==> config.mk <==
export PLATFORM = sky130hd
export DESIGN_NAME = aces_tm_avg
export DESIGN_NICKNAME = d
export VERILOG_FILES = /design/src/design/assert_macros.svh /design/src/design/aces_tm_pkg.sv /design/src/design/aces_tm_avg.sv
export SDC_FILE = /design/constraint.sdc
export NUM_CORES = 2
export LEC_CHECK = 0
export ABC_CLOCK_PERIOD_IN_PS = 5450
export BUFFER_PORTS_ARGS = -buffer_cell sky130_fd_sc_hd__buf_2
export CORE_MARGIN = 8
export CORE_UTILIZATION = 35
export DETAILED_ROUTE_END_ITERATION = 7
export HOLD_SLACK_MARGIN = 0.02
export PLACE_DENSITY_LB_ADDON = 0.25
export SLEW_MARGIN = 5
export SYNTH_ARGS = -nofsm -noshare
export SYNTH_HDL_FRONTEND = slang
export SYNTH_SLANG_ARGS = --single-unit
==> constraint.sdc <==
create_clock -name clk -period 5.45 [get_ports clk]
set_input_delay 1.09 -clock clk [delete_from_list [all_inputs] [get_ports clk]]
set_output_delay 1.09 -clock clk [all_outputs]
set_load 0.01 [all_outputs]
==> src/design/assert_macros.svh <==
// Assertion macros shared by the tone mapping RTL.
// Depends on nothing; included by files that carry concurrent checks.
`ifndef ASSERT_MACROS_SVH
`define ASSERT_MACROS_SVH

// Property must hold at every clock edge outside reset.
`define ASSERT_AT(lbl, clk, rst, prop) \
  lbl: assert property (@(posedge clk) disable iff (rst) prop) \
    else $error("concurrent assertion failed");

// Condition must never be true at a clock edge outside reset.
`define ASSERT_NEVER(lbl, clk, rst, cond) \
  lbl: assert property (@(posedge clk) disable iff (rst) !(cond)) \
    else $error("forbidden condition seen");

`endif

==> src/design/aces_tm_pkg.sv <==
// Shared constants and helpers for the ACES tone mapping pixel packer.
// No dependencies; imported by every module of the block.
`default_nettype none

package aces_tm_pkg;

  localparam int COUNT_WIDTH = 16;
  localparam int BYTE_WIDTH  = 8;
  localparam int LANES       = 3;
  localparam int COLOR_WIDTH = LANES * BYTE_WIDTH;
  // Quotient bits of the ratio divider: one more than a byte to see overflow.
  localparam int RATIO_BITS  = BYTE_WIDTH + 1;
  localparam logic [BYTE_WIDTH-1:0] MAX_BYTE = 8'hFF;

  // Curve coefficient given in hundredths, rounded to frac fraction bits.
  function automatic longint unsigned coef(input longint unsigned hundredths,
                                           input int frac);
    longint unsigned scaled;
    scaled = (hundredths << frac) + 64'd50;
    return scaled / 64'd100;
  endfunction

endpackage

`default_nettype wire

==> src/design/aces_tm_avg.sv <==
// Pipelined restoring divider: averages one channel sum over the sample count.
// Depends on aces_tm_pkg; one quotient bit is resolved per pipeline stage.
`default_nettype none

module aces_tm_avg
  import aces_tm_pkg::*;
#(
  parameter int SUM_WIDTH = 32
) (
  input  wire logic                   clk,
  input  wire logic                   rst,
  input  wire logic                   in_valid,
  input  wire logic [SUM_WIDTH-1:0]   sum,
  input  wire logic [COUNT_WIDTH-1:0] divisor,
  output logic                        out_valid,
  output logic [SUM_WIDTH-1:0]        quotient
);

  logic [COUNT_WIDTH-1:0] rem  [0:SUM_WIDTH];
  logic [SUM_WIDTH-1:0]   word [0:SUM_WIDTH];
  logic                   vld  [0:SUM_WIDTH];

  // Stage zero input: empty remainder, whole dividend still to shift in.
  assign rem[0]  = '0;
  assign word[0] = sum;
  assign vld[0]  = in_valid;

  for (genvar k = 0; k < SUM_WIDTH; k++) begin : g_stage
    logic [COUNT_WIDTH:0]   trial;
    logic                   qbit;
    logic [COUNT_WIDTH:0]   diff;

    // Shift in the next dividend bit and try one subtraction.
    always_comb begin
      trial = {rem[k], word[k][SUM_WIDTH-1]};
      qbit  = (trial >= {1'b0, divisor});
      diff  = trial - {1'b0, divisor};
    end

    always_ff @(posedge clk) begin
      if (rst) begin
        vld[k+1] <= 1'b0;
      end else begin
        vld[k+1] <= vld[k];
      end
    end

    always_ff @(posedge clk) begin
      rem[k+1]  <= qbit ? diff[COUNT_WIDTH-1:0] : trial[COUNT_WIDTH-1:0];
      word[k+1] <= {word[k][SUM_WIDTH-2:0], qbit};
    end
  end

  assign out_valid = vld[SUM_WIDTH];
  assign quotient  = word[SUM_WIDTH];

endmodule

`default_nettype wire

* Yosys cells after proc, flatten, opt, wreduce, memory -nomap -nowiden
Index checks and enable logic that the tools add are counted.
** Cells by class
- $lt $le $gt $ge :: 32
- Add/subtract/negate cells :: 31
- Muxes and demuxes :: 31
** Operators with widths (count)
- $ge 17x16->1 :: 31
- $mux 16 :: 30
- $sub 16x16->16 :: 30
- $ge 1x16->1 :: 1
- $sub 1x16->16 :: 1
- $mux 1 :: 1
** Word-level totals
- Logic and storage cells :: 190
- Register bits :: 1552
- Output and inout port bits :: 33

* Logic depth before layout (Yosys ltp)
- Word-level depth :: 2
- Mapped depth :: 14

* Worst setup path after synthesis
OpenSTA, ideal clock, no wires.
- Path type :: input -> register
- From :: input port divisor[1]
- To :: register rem (netlist bit g_stage[12].trial[15])
- Stages on the path :: 13
- Setup slack :: 1066 ps
- Arrival :: 4263 ps
- Buffers on the path :: 2
- Cells stage by stage :: clkbuf_1 inv_1 ha_1 nor2b_1 o31ai_2 a21oi_1 o221ai_2 o21ai_2 a211oi_2 o21bai_1 a211oi_4 buf_6 mux2_2
** On the way
- Longest elaborated chain between the ends :: 2
- Elaborated cells on any way between the ends :: 3
- Those cells by class :: add/sub (1); order compare (1); mux (1)
** RTL lines
- start, declared :: RTL line aces_tm_avg.sv:14 : input wire logic [COUNT_WIDTH-1:0] divisor,
- $sub 16x16->16 / $ge 17x16->1 (equally long branches) :: RTL line aces_tm_avg.sv:37, aces_tm_avg.sv:36
- $mux 16 (*) :: RTL line aces_tm_avg.sv:49 : rem[k+1] <= qbit ? diff[COUNT_WIDTH-1:0] : trial[COUNT_WIDTH-1:0];
- end signal, assigned by index :: RTL line aces_tm_avg.sv:49
- end, declared :: RTL line aces_tm_avg.sv:19 : logic [COUNT_WIDTH-1:0] rem [0:SUM_WIDTH];
Mark *: on every way between the ends. The rest lies on a longest branch, timed or not.
A chain may end at the register's enable or synchronous reset.

* Worst setup path after layout
- From :: input port divisor[0]
- To :: register rem (netlist bit g_stage[4].trial[12])
The elaborated chain is that of the path after synthesis.

==> flow_summary.yaml <==
run_status:
  status: "complete, no violations"
cells_and_area:
  final_nets: 6128
  drive_gt1_share_pct: 13.8
  fin_cells: 7890
  final_util_pct: 40.8
  synthToLayoutAreaGrowth_pct: 15.6
cts:
  cts_made_buffers: 169
  clock-sinks: 1552
  cts_resized: 0
  post_cts_buffers: 0
  h-tree-depth: 4
  postCtsHoldBufs: 0
  cts_tree: "yes"
  cts_buffer_depth: 3
  clk_pin_slew_worst_paths_ns: 0.06
  insertion_delay_ns: 0.81
  cts_root_buffer: "clkbuf_16"
placement:
  gp_congestion: 0.857
  dp_hpwl_um: 87300
  io_buffers: 83
  placed_cells: 7582
detailed_routing:
  highest_layer: "met5"
  wl_met2_um: 55800
  drt-vias-per-instance: 4.82
  wire_per_inst_um: 15.7
  met1_length_um: 58000
  drc: 0
  drtPass1Iterations: 7
  ant_nets: 0
  wirelength_um: 124000
  wl_met3_um: 5790
  drt_iter0_markers: 2189
  via_count: 38000
setup_path:
  r2r_cells: 12
  max_stage_delay_ns: 0.69
  path_class: "input port to register"
  worstPathArrival_ns: 4.71
  crit_fanout: 27
  worst_ep_required_time_ns: 6.14
  critPathLaunchType: "input port"
  crit_path_cell_trace: "buf_2 -> buf_4 -> ha_1 -> nor2b_1 -> o21ai_0 -> a21boi_0 -> o311ai_0 -> a31oi_1 -> a21o_1 -> o21a_1 -> mux2_2"
  rr_startpoint: "g_stage[22].trial[0]"
  end_kind: "register"
  crit_path_top_delay_cell: "buf_2"
  cp-startpoint: "divisor[0]"
yosys:
  ys_warn_count: 0
  synth-edff-count: 0
  syn_nets: 5898
  synth_area_leaders: "dfxtp_1, ha_1, mux2_2"
  synth_top_area_share_pct: 52.7
  synth_top_area_cell: "dfxtp_1"
  synth_seq_area_share_pct: 52.7
  synth-main-ff-cell: "dfxtp_1"
  synth_cells: 5319
  avgSynthCellArea_um2: 11.1
  synth_area_um2: 59000
  ys_types: 91
  ys_async_sr_fraction_pct: 0
  yosys_register_bits: 1552
power:
  p_leak_nw: 29.3
  p_per_area_nw_per_um2: 592
  peakVddDrop_mv: 0.381
sta:
  skew_ns: 0.0314
  fmax_ghz: 0.248
  slew_headroom_pct: 25.3
  setup_viol_count_final: 0
  maxSlewViolCount: 0
  hold_viol_final: 0
  post-route-min-period_ns: 4.02
  rsz0062_at_grt: "false"
  fin_crit_sh_pct: 73.8
  tightestPinTransition_ns: 1.12
  tns_ns: 0
global_routing:
  antenna_found_initial: 6
  track_usage_pct: 13.4
  grt_max_degree: 33
  grt_pass1_vias: 37700
  grt-ovfl-total: 0
  grt_pass1_wl_um: 198000
floorplan:
  die_width_um: 427
  floorplan.initialDensity_pct: 35.3
  dieArea_um2: 182000
  core-area_um2: 167000
  rows: 150
  dieHeight_um: 427
  io_pins: 84
job:
  maxCapViolCount: 0
hold_path:
  worstHoldPathType: "register to register"
  min_path_cells: 0
  min_from: "word[889]"
[metal layers]
metal,GRT usage (%),up-vias
met2,21.8,700
met1,17.7,17700
met4,5.14,2
met5,0,-
met3,2.68,248
li1,-,19300
[layout by cell type, fill, tap and decap left out, types with 82 or more instances in the layout]
cell / instances
xor2_1: 122
buf_2: 82
clkbuf_16: 171
nor2_1: 329
nand2_1: 262
inv_1: 189
dfxtp_1: 1552
nor3_1: 92
a21oi_1: 291
ha_1: 498
o21ai_0: 282
xnor2_1: 214
nor2b_1: 117
a21o_1: 117
mux2_2: 268
[Yosys cell counts, drive strengths merged, types with 94 or more instances]
library cell,number
a21o,117
a21oi,294
dfxtp,1552
ha,498
inv,192
mux2,293
nand2,264
nor2,330
nor2b,117
nor3,94
o21ai,311
xnor2,214
xor2,122
[sequential cells by signal (all words and copies together) (netlist names)]
| register | flops |
|---|---|
| vld | 31 |
| g_stage.trial | 527 |
| word | 961 |
| out_valid | 1 |
| quotient | 32 |
[worst paths after layout]
path / slack (ns) / endpoint
setup / recovery: 1.43 / g_stage[4].trial[12]
hold / removal: 0.29 / word[858]
hold reg to reg: 0.29 / word[858]
setup reg to reg: 2.19 / g_stage[23].trial[15]
[layout make-up]
| class | instances | area (µm²) |
|---|---|---|
| clock inverter | 81 | 1070 |
| inverter | 192 | 721 |
| multi-input combinational | 3477 | 26600 |
| tap | 2204 | 2760 |
| clock buffer | 225 | 4750 |
| antenna | 2 | 5.00 |
| timing repair buffer | 157 | 1170 |
| sequential | 1552 | 31100 |
| fill | 16000 | 99000 |
[critical path, delay by kind of cell]
kind	cells	cell delay, ns
muxes	1	0.40
buffers and inverters	2	1.07
AOI/OAI and AO/OA	6	1.85
adders and majority gates	1	0.22
and+or+nand+nor	1	0.05
[cells by family (layout without fill, tap and decap cells)]
family | after synthesis | after routing | share of synthesized area [%]
buffers and inverters | 290 | 655 | 2.28
adder cells (fa/ha/maj) | 528 | 528 | 11.6
multiplexers | 345 | 345 | 6.55
flip-flops | 1552 | 1552 | 52.7
AO/OA/AOI/OAI | 1123 | 1123 | 12.4
other | 0 | 2 | 0
XOR/XNOR | 336 | 336 | 4.99
AND/OR/NAND/NOR | 1145 | 1145 | 9.56
[where the power goes]
| group | switching, mW | internal, mW |
|---|---|---|
| sequential | 1.13 | 14.0 |
| combinational | 7.10 | 6.56 |
| clock | 4.66 | 6.99 |
| total | 12.9 | 27.5 |
[stage by stage]
step	hold slack [ns]	instance area (µm²)	power, mW	setup WS (ns)
finish	0.292	68200	40.4	1.43
CTS	0.299	68200	40.9	1.52
global route	0.307	68200	43.3	1.20
floorplan	0.310	59000	25.9	1.07
detailed placement	0.312	62400	28.9	0.624
global placement	0.310	62400	28.8	0.635
Note: power is estimated with default switching activity, not from simulation.
