==> src/design/assert_macros.svh <==
// Assertion macros shared by the tone mapping RTL.
// Depends on nothing; included by files that carry concurrent checks.
`ifndef ASSERT_MACROS_SVH
`define ASSERT_MACROS_SVH

// Property must hold at every clock edge outside reset.
`define ASSERT_AT(lbl, clk, rst, prop) \
  lbl: assert property (@(posedge clk) disable iff (rst) prop) \
    else $error("concurrent assertion failed");

// Condition must never be true at a clock edge outside reset.
`define ASSERT_NEVER(lbl, clk, rst, cond) \
  lbl: assert property (@(posedge clk) disable iff (rst) !(cond)) \
    else $error("forbidden condition seen");

`endif

==> src/design/aces_tm_pkg.sv <==
// Shared constants and helpers for the ACES tone mapping pixel packer.
// No dependencies; imported by every module of the block.
`default_nettype none

package aces_tm_pkg;

  localparam int COUNT_WIDTH = 16;
  localparam int BYTE_WIDTH  = 8;
  localparam int LANES       = 3;
  localparam int COLOR_WIDTH = LANES * BYTE_WIDTH;
  // Quotient bits of the ratio divider: one more than a byte to see overflow.
  localparam int RATIO_BITS  = BYTE_WIDTH + 1;
  localparam logic [BYTE_WIDTH-1:0] MAX_BYTE = 8'hFF;

  // Curve coefficient given in hundredths, rounded to frac fraction bits.
  function automatic longint unsigned coef(input longint unsigned hundredths,
                                           input int frac);
    longint unsigned scaled;
    scaled = (hundredths << frac) + 64'd50;
    return scaled / 64'd100;
  endfunction

endpackage

`default_nettype wire

==> src/design/aces_tm_curve.sv <==
// Filmic curve for one channel: clamp, two multiply stages, then a
// pipelined ratio divider and byte saturation. Depends on aces_tm_pkg.
`default_nettype none

module aces_tm_curve
  import aces_tm_pkg::*;
#(
  parameter int FRACTION_BITS = 16,
  parameter int SUM_WIDTH     = 32
) (
  input  wire logic                  clk,
  input  wire logic                  rst,
  input  wire logic                  in_valid,
  input  wire logic [SUM_WIDTH-1:0]  x,
  output logic                       out_valid,
  output logic [BYTE_WIDTH-1:0]      tone
);
`include "assert_macros.svh"

  localparam int F   = FRACTION_BITS;
  localparam int XW  = F + 4;                 // clamped radiance, up to 8.0
  localparam int QW  = (SUM_WIDTH > XW) ? SUM_WIDTH : XW;
  localparam int PW  = XW + F + 2;            // coefficient times radiance
  localparam int SW  = F + 7;                 // bracket term
  localparam int TW  = XW + SW;               // second product
  localparam int NUMW = TW - F;               // numerator
  localparam int DW  = NUMW + 1;              // denominator
  localparam int RW  = DW + RATIO_BITS;       // ratio remainder

  localparam logic [F+1:0] COEF_A = (F+2)'(coef(64'd251, F));
  localparam logic [F-1:0] COEF_B = F'(coef(64'd3, F));
  localparam logic [F+1:0] COEF_C = (F+2)'(coef(64'd243, F));
  localparam logic [F-1:0] COEF_D = F'(coef(64'd59, F));
  localparam logic [F-1:0] COEF_E = F'(coef(64'd14, F));
  localparam logic [QW-1:0] X_LIMIT = QW'(8) << F;

  logic [QW-1:0] x_wide;
  logic [XW-1:0] xc;

  // Limit radiance to 8.0, where the curve has already reached one.
  always_comb begin
    x_wide = QW'(x);
    xc     = (x_wide > X_LIMIT) ? X_LIMIT[XW-1:0] : x_wide[XW-1:0];
  end

  // First multiply stage.
  logic          v1;
  logic [PW-1:0] pa;
  logic [PW-1:0] pc;
  logic [XW-1:0] x1;

  always_ff @(posedge clk) begin
    if (rst) begin
      v1 <= 1'b0;
    end else begin
      v1 <= in_valid;
    end
  end

  always_ff @(posedge clk) begin
    pa <= PW'(COEF_A) * PW'(xc);
    pc <= PW'(COEF_C) * PW'(xc);
    x1 <= xc;
  end

  // Second multiply stage.
  logic          v2;
  logic [TW-1:0] tn;
  logic [TW-1:0] td;
  logic [SW-1:0] bn;
  logic [SW-1:0] bd;

  always_comb begin
    bn = SW'(pa >> F) + SW'(COEF_B);
    bd = SW'(pc >> F) + SW'(COEF_D);
  end

  always_ff @(posedge clk) begin
    if (rst) begin
      v2 <= 1'b0;
    end else begin
      v2 <= v1;
    end
  end

  always_ff @(posedge clk) begin
    tn <= TW'(x1) * TW'(bn);
    td <= TW'(x1) * TW'(bd);
  end

  // Divider setup: numerator scaled by 256, overflow flag for ratios of two.
  logic [NUMW-1:0] num;
  logic [DW-1:0]   den;

  always_comb begin
    num = NUMW'(tn >> F);
    den = DW'(td >> F) + DW'(COEF_E);
  end

  logic [RW-1:0]         rem_s [0:RATIO_BITS];
  logic [DW-1:0]         den_s [0:RATIO_BITS];
  logic [RATIO_BITS-1:0] q_s   [0:RATIO_BITS];
  logic                  sat_s [0:RATIO_BITS];
  logic                  v_s   [0:RATIO_BITS];

  always_ff @(posedge clk) begin
    if (rst) begin
      v_s[0] <= 1'b0;
    end else begin
      v_s[0] <= v2;
    end
  end

  always_ff @(posedge clk) begin
    rem_s[0] <= RW'(num) << BYTE_WIDTH;
    den_s[0] <= den;
    q_s[0]   <= '0;
    sat_s[0] <= ({1'b0, num} >= (den << 1));
  end

  // One quotient bit per stage, most significant first.
  for (genvar j = 0; j < RATIO_BITS; j++) begin : g_ratio
    localparam int SH = RATIO_BITS - 1 - j;
    logic [RW-1:0] dsh;
    logic          take;

    always_comb begin
      dsh  = RW'(den_s[j]) << SH;
      take = (rem_s[j] >= dsh);
    end

    always_ff @(posedge clk) begin
      if (rst) begin
        v_s[j+1] <= 1'b0;
      end else begin
        v_s[j+1] <= v_s[j];
      end
    end

    always_ff @(posedge clk) begin
      rem_s[j+1]  <= take ? (rem_s[j] - dsh) : rem_s[j];
      den_s[j+1]  <= den_s[j];
      q_s[j+1]    <= q_s[j] | (RATIO_BITS'(take) << SH);
      sat_s[j+1]  <= sat_s[j];
    end
  end

  // Saturate the ratio to one byte.
  always_ff @(posedge clk) begin
    if (rst) begin
      out_valid <= 1'b0;
    end else begin
      out_valid <= v_s[RATIO_BITS];
    end
  end

  always_ff @(posedge clk) begin
    if (sat_s[RATIO_BITS] || q_s[RATIO_BITS][RATIO_BITS-1]) begin
      tone <= MAX_BYTE;
    end else begin
      tone <= q_s[RATIO_BITS][BYTE_WIDTH-1:0];
    end
  end

  `ASSERT_NEVER(a_den_nonzero, clk, rst, v_s[0] && (den_s[0] == '0))
  `ASSERT_AT(a_ratio_fits, clk, rst, (v_s[RATIO_BITS] && !sat_s[RATIO_BITS]) |-> (rem_s[RATIO_BITS] < RW'(den_s[RATIO_BITS])))

endmodule

`default_nettype wire

==> config.mk <==
export PLATFORM = sky130hd
export DESIGN_NAME = aces_tm_curve
export DESIGN_NICKNAME = d
export VERILOG_FILES = /design/src/design/aces_tm_pkg.sv /design/src/design/aces_tm_curve.sv
export VERILOG_INCLUDE_DIRS = /design/src /design/src/design
export SDC_FILE = /design/constraint.sdc
export NUM_CORES = 2
export LEC_CHECK = 0
export ABC_AREA = 1
export BUFFER_PORTS_ARGS = -buffer_cell sky130_fd_sc_hd__buf_4
export CAP_MARGIN = 20
export CORE_ASPECT_RATIO = 0.8
export CORE_MARGIN = 3
export CORE_UTILIZATION = 30
export CTS_CLUSTER_SIZE = 8
export DETAILED_ROUTE_END_ITERATION = 6
export PLACE_DENSITY = 0.46
export SYNTH_ARGS = -nofsm -noshare
export SYNTH_HDL_FRONTEND = slang
export SYNTH_SLANG_ARGS = --single-unit
export TNS_END_PERCENT = 20
==> constraint.sdc <==
create_clock -name clk -period 7.9 [get_ports clk]
set_input_delay 0.395 -clock clk [delete_from_list [all_inputs] [get_ports clk]]
set_output_delay 0.395 -clock clk [all_outputs]
set_load 0.02 [all_outputs]
-- Yosys cells after proc, flatten, opt, wreduce, memory -nomap -nowiden
Memories as Yosys holds them, arrays and structs flattened. A register that Yosys moved wholly into a read port is not among the register bits.
Cells that the tools add are included.
- register bits: 190
- latch bits: 0
- RAM bits: 760
- bits in read-only memories: 0
- output and inout bits: 9
- word-level logic and storage cells: 83
- memories: 5
- memories (memory ; words ; bits a word ; rd ports ; clocked after Yosys merged registers in ; write ports ; RTL line ; text):
    rem_s ; 10 ; 37 ; 9 ; 0 ; 10 ; aces_tm_curve.sv:100 ; logic [RW-1:0] rem_s [0:RATIO_BITS];
    den_s ; 10 ; 28 ; 9 ; 0 ; 10 ; aces_tm_curve.sv:101 ; logic [DW-1:0] den_s [0:RATIO_BITS];
    q_s ; 10 ; 9 ; 10 ; 0 ; 10 ; aces_tm_curve.sv:102 ; logic [RATIO_BITS-1:0] q_s [0:RATIO_BITS];
    sat_s ; 10 ; 1 ; 10 ; 0 ; 10 ; aces_tm_curve.sv:103 ; logic sat_s [0:RATIO_BITS];
    v_s ; 10 ; 1 ; 10 ; 1 ; 10 ; aces_tm_curve.sv:104 ; logic v_s [0:RATIO_BITS];
- add/sub/neg operators: 12
- multiply operators: 4
- divide/modulo/power cells: 0
- magnitude comparators: 11
- eq/ne operators: 0
- shifts and indexed selects: 0
- multiplexer cells: 23
- bitwise operators: 19
- reductions and logical operators: 1
- operators by type and width (operator ; count):
    2-to-1 mux 37 bit ; 9
    multiplier 20 x 23 -> 43 bit ; 2
    multiplier 18 x 20 -> 38 bit, first input constant ; 1
    greater-or-equal comparator 37 x 28 -> 1 bit ; 1
    greater-or-equal comparator 37 x 29 -> 1 bit ; 1
    greater-or-equal comparator 37 x 30 -> 1 bit ; 1
    greater-or-equal comparator 37 x 31 -> 1 bit ; 1
    greater-or-equal comparator 37 x 32 -> 1 bit ; 1
    greater-or-equal comparator 37 x 33 -> 1 bit ; 1
    greater-or-equal comparator 37 x 34 -> 1 bit ; 1
    greater-or-equal comparator 37 x 35 -> 1 bit ; 1
    greater-or-equal comparator 37 x 36 -> 1 bit ; 1
    subtractor 37 x 28 -> 37 bit ; 1
    subtractor 37 x 29 -> 37 bit ; 1
    subtractor 37 x 30 -> 37 bit ; 1
    subtractor 37 x 31 -> 37 bit ; 1
    subtractor 37 x 32 -> 37 bit ; 1
    subtractor 37 x 33 -> 37 bit ; 1
    subtractor 37 x 34 -> 37 bit ; 1
    subtractor 37 x 35 -> 37 bit ; 1
    subtractor 37 x 36 -> 37 bit ; 1
    multiplier 16 x 20 -> 36 bit, first input constant ; 1
    greater-than comparator 32 x 20 -> 1 bit, second input constant ; 1
    adder 27 x 14 -> 28 bit, second input constant ; 1
    16 further kinds ; 37

-- Depth between registers and ports, before layout
- word-level depth: 3
- depth in mapped cells: 37

-- Worst setup path before layout
OpenSTA, ideal clock, no wires.
- kind: register -> register
- from: register pc[17]
- to: register td[23]
- arrival: 6.613 ns
- required time: 7.779 ns
- setup slack: 1.166 ns
- cell stages (with the launch flop): 34
- path buffers: 1
- clock period less this slack: 6.734 ns
- path through: dfxtp_1 ha_1 inv_1 a21oi_1 nand4_1 nand2_1 nand4_1 nand2_1 nand2_1 nand2_1 buf_2 nor2_1 fa_1 inv_1 fa_1 fa_1 inv_1 fa_1 fa_1 fa_1 inv_1 fa_1 inv_1 ha_1 nand2_1 nor2_1 inv_1 nor2_1 inv_1 nor4_1 nand2_1 inv_1 nor2_1 xor2_1
- cells in the longest elaborated chain, start to end: 2
- ends and longest elaborated chain (element ; RTL line ; text):
    from (decl) ; aces_tm_curve.sv:49 ; logic [PW-1:0] pc;
    from (signal assigned) ; aces_tm_curve.sv:62 ; pc <= PW'(COEF_C) * PW'(xc);
    adder 22 x 16 -> 23 bit ; aces_tm_curve.sv:75 ; bd = SW'(pc >> F) + SW'(COEF_D);
    multiplier 20 x 23 -> 43 bit ; aces_tm_curve.sv:88 ; td <= TW'(x1) * TW'(bd);
    to (signal assigned) ; aces_tm_curve.sv:88 ;
    to (decl) ; aces_tm_curve.sv:69 ; logic [TW-1:0] td;
Every way passes these cells.
A chain may end at the register's enable or synchronous reset.

-- Worst setup path after layout
- from: register pa[17]
- to: register tn[29]
- cells in the longest elaborated chain, start to end: 2
- ends and longest elaborated chain (element ; RTL line ; text):
    from (decl) ; aces_tm_curve.sv:48 ; logic [PW-1:0] pa;
    from (signal assigned) ; aces_tm_curve.sv:61 ; pa <= PW'(COEF_A) * PW'(xc);
    adder 22 x 11 -> 23 bit ; aces_tm_curve.sv:74 ; bn = SW'(pa >> F) + SW'(COEF_B);
    multiplier 20 x 23 -> 43 bit ; aces_tm_curve.sv:87 ; tn <= TW'(x1) * TW'(bn);
    to (signal assigned) ; aces_tm_curve.sv:87 ;
    to (decl) ; aces_tm_curve.sv:68 ; logic [TW-1:0] tn;
Every way passes these cells.

==> impl.org <==
** Routing
- In the final routed layout, each cell accounts on average for 19.8 um.
- Total number of vias :: 67300
- Post-detailed-route count of antenna-violating nets :: 0
- Count of routing violations after the opening detailed-route iteration :: 4572
- The final layout contains routed wiring with a total length of 279000 um.
- The first detailed-routing pass took 7 iterations.
- In the routed design, unresolved DRC markers number 6.
- Post-DR vias/cell :: 4.77

** Global routing
- Across every metal layer, demand over resource in global routing totals 0.206.
- Maximum number of pins on one net before global-route repair :: 52
- Via count of the first global-routing pass :: 69800
- First-pass GRT wire length :: 429000 um
- Total overflow reported by the global router :: 0
- The number of antenna violations at the first check in global routing came to 3.

** Flow run
- Max-cap violations in this run came to 0.

** Synthesis
- The cell count after synthesis came out at 10500.
- Synthesis warning total :: 0
- FF+latch count, synth :: 733
- Summed over all instances, the cell type with the most area after synthesis is sky130_fd_sc_hd__fa_1.
- Syn Area/Cell :: 7.53 um2
- Summing every instance area after synthesis gives 0.0790 mm2.
- For this run, the register share of the synthesized area comes to 0.186.
- Net count after synthesis :: 12300
- The number of different library cells used by synthesis comes to 62.
- By area the synthesized netlist is led by sky130_fd_sc_hd__fa_1, sky130_fd_sc_hd__dfxtp_1, sky130_fd_sc_hd__ha_1, sky130_fd_sc_hd__nand2_1, sky130_fd_sc_hd__inv_1.
- Portion of synthesized cell area occupied by the leading cell type :: 0.232

** Place
- HPWL reported at the end of detailed placement :: 238000 um
- Cell Area, Placed :: 0.0840 mm2
- Port Buffer Count :: 43
- RePlAce Congestion :: 0.923
- Placed Cells incl. Taps :: 14000

** Timing
- In this run the tightest slew margin relative to its limit is 0.243.
- Setup Viol. Count Final :: 0
- Final critical delay including setup and external delays :: 7.51 ns
- Across all hold checks on the routed design, the worst slack comes to 0.127 ns.
- The number of hold violations in the final report is 0.
- Sum of negative setup slack :: 0 ns
- Worst clock skew :: 0.0533 ns
- Period Utilization, post-route :: 0.951
- RSZ-0062 raised after global routing :: yes
- Max frequency :: 133 MHz
- The number of slew-limit violations in the final report was 0.
- For the pin with the worst max-slew slack, the measured transition is 1.13 ns.

** Critical path
- At the worst endpoint, the arrival time is 8.07 ns.
- The worst setup path is of the reg -> reg kind.
- Cell repeated most along the worst path :: sky130_fd_sc_hd__inv_1
- Of all nets on the critical path, the largest fanout is 9.
- For the worst setup path, the data required time is 8.46 ns.
- The largest individual stage delay along the critical path comes from the cell sky130_fd_sc_hd__fa_1.
- The largest single stage delay on the critical path is 0.52 ns.
- STA classifies the critical path endpoint as a flop.
- STA classifies the critical path startpoint as a flop.

** Finish
- Most common cell after layout, fill and taps aside :: sky130_fd_sc_hd__nand2_1
- Excluding fillers, the count of instances in the completed layout stands at 14100.
- The area growth from synthesis to layout is 10.3%.
- For this run, the share of the core covered by cells in the final layout is 0.335.
- Nets :: 12500
- The finished cells cover 0.0871 mm2.
- In the layout the commonest cells are sky130_fd_sc_hd__nand2_1, sky130_fd_sc_hd__inv_1, sky130_fd_sc_hd__nor2_1.
- Fraction of final layout cells with drive strength greater than 1 :: 0.0414
- The layout has 28100 filler cells.
- Register area :: 0.0147 mm2
- In the final layout, the multi-input gates occupy 0.0553 mm2.

** Die
- In this run the core area contains 167 standard-cell rows.
- In this run the standard cell core region covers 0.260 mm2.
- For this design the top-level I/O count stands at 44.
- Initial cell density of the core :: 0.303
- The die covers 0.270 mm2.
- Die span in x :: 580 um
- Die height :: 465 um

** Clock network
- Worst-path clk slew :: 0.05 ns
- Num CTS Buffers :: 104
- For this design, the sink count on the clock tree is 733.
- TritonCTS clock tree :: built
- Root Buffer Master :: sky130_fd_sc_hd__clkbuf_16
- Insertion delay to the later sink of the worst-skew pair :: 0.74 ns
- Largest buffer count on any clock path :: 3
- The clock tree synthesis step divided the H-tree into 3 levels.

** Status
- Violated checks :: DRC
- Outcome :: complete, but fails checks

** Pwr
- In this run the power density over the cells is 175 mW/mm2.
- The worst-case IR drop observed on VDD is 156 uV.
- Leakage power :: 0.0450 uW

** Worst hold path
- Path type of the worst min-delay path :: in -> reg
[cell type report]
| type | instances | share of cell area |
|---|---|---|
| Multi-Input combinational cell | 7393 | 0.635 |
| Sequential cell | 733 | 0.169 |
| Inverter | 2170 | 0.0936 |
| Tap cell | 3464 | 0.0498 |
| Clock buffer | 115 | 0.0310 |
| Timing Repair Buffer | 213 | 0.0192 |
| Clock inverter | 10 | 0.00249 |
| Antenna cell | 1 | 0.0000287 |
[where the power goes]
part           switching [uW]  total, uW  internal (uW)
sequential                483       4860           4380
clock                    1690       4110           2420
combinational            4210       6290           2080
total                    6390      15300           8880
[per-stage QoR]
stage | power (uW) | worst slack [ns]
finish | 15300 | 0.386
global route | 16400 | -0.0427
CTS | 15500 | 0.0655
detailed placement | 11200 | -0.0781
global placement | 11200 | -0.118
floorplan | 9140 | 1.17
[worst max-delay path, delay by kind of cell (launching register included)]
kind,cells,cell delay (ns)
AO/OA/AOI/OAI,5,1.07
XOR/XNOR,1,0.23
flip-flops,1,0.32
AND/OR/NAND/NOR,7,1.00
adder cells (fa/ha/maj),9,3.93
buffers and inverters,10,0.79
[routing by layer]
layer,track usage,routed length [um],up-vias
met5,0,0,-
li1,-,-,32600
met3,0.0276,13900,330
met4,0.0485,7030,0
met2,0.331,123000,1601
met1,0.292,135000,32800
[worst paths after layout]
kind | startpoint | to | slack [ns] | cells after the start
setup reg to reg | pa[17] | tn[29] | 0.39 | 32
hold reg to reg | q_s[2][7] | q_s[3][7] | 0.30 | 0
setup / recovery | pa[17] | tn[29] | 0.39 | 32
hold / removal | x[5] | x1[5] | 0.13 | 3
[kinds of logic after synthesis]
kind of cell | count (synthesis) | synth area share
simple gates | 4231 | 0.221
buf+inv | 2368 | 0.115
fa+ha+maj | 1816 | 0.375
compound gates | 1117 | 0.0776
flops | 733 | 0.186
xor+xnor | 229 | 0.0254
[cell usage after synthesis (all sizes together)]
cell / n
nand2: 2278
inv: 2159
nor2: 1135
fa: 917
ha: 899
dfxtp: 733
a21oi: 522
nand3: 496
o21ai: 405
xor2: 134
clkbuf: 114
nand4: 114
nor3: 98
xnor2: 95
buf: 84
o21bai: 51
a21o: 44
nand3b: 41
nor4: 39
o21a: 31
a21boi: 20
a31oi: 18
or2: 15
clkinv: 11
o211ai: 11
and3: 6
o31ai: 5
and2: 4
nor3b: 3
nand2b: 2
o221ai: 2
a211o: 1
a211oi: 1
a221oi: 1
a22oi: 1
a31o: 1
o2111ai: 1
o22ai: 1
o311ai: 1
[state kept, by name, indices dropped and copies added, names as in the netlist]
| register | flops |
|---|---|
| out_valid | 1 |
| x1 | 20 |
| td | 27 |
| pc | 22 |
| v2 | 1 |
| rem_s | 287 |
| v1 | 1 |
| sat_s | 10 |
| v_s | 10 |
| tone | 8 |
| q_s | 45 |
| pa | 22 |
| tn | 27 |
| den_s | 252 |
[what timing repair did]
action,in CTS,in global routing
setup endpoints to repair,1,25
hold buffers,3,0
resized for setup,1,19
pin swaps,0,2
setup buffers,0,5
endpoints found under the hold margin,13,0
Power figures use the tool's default switching activity.
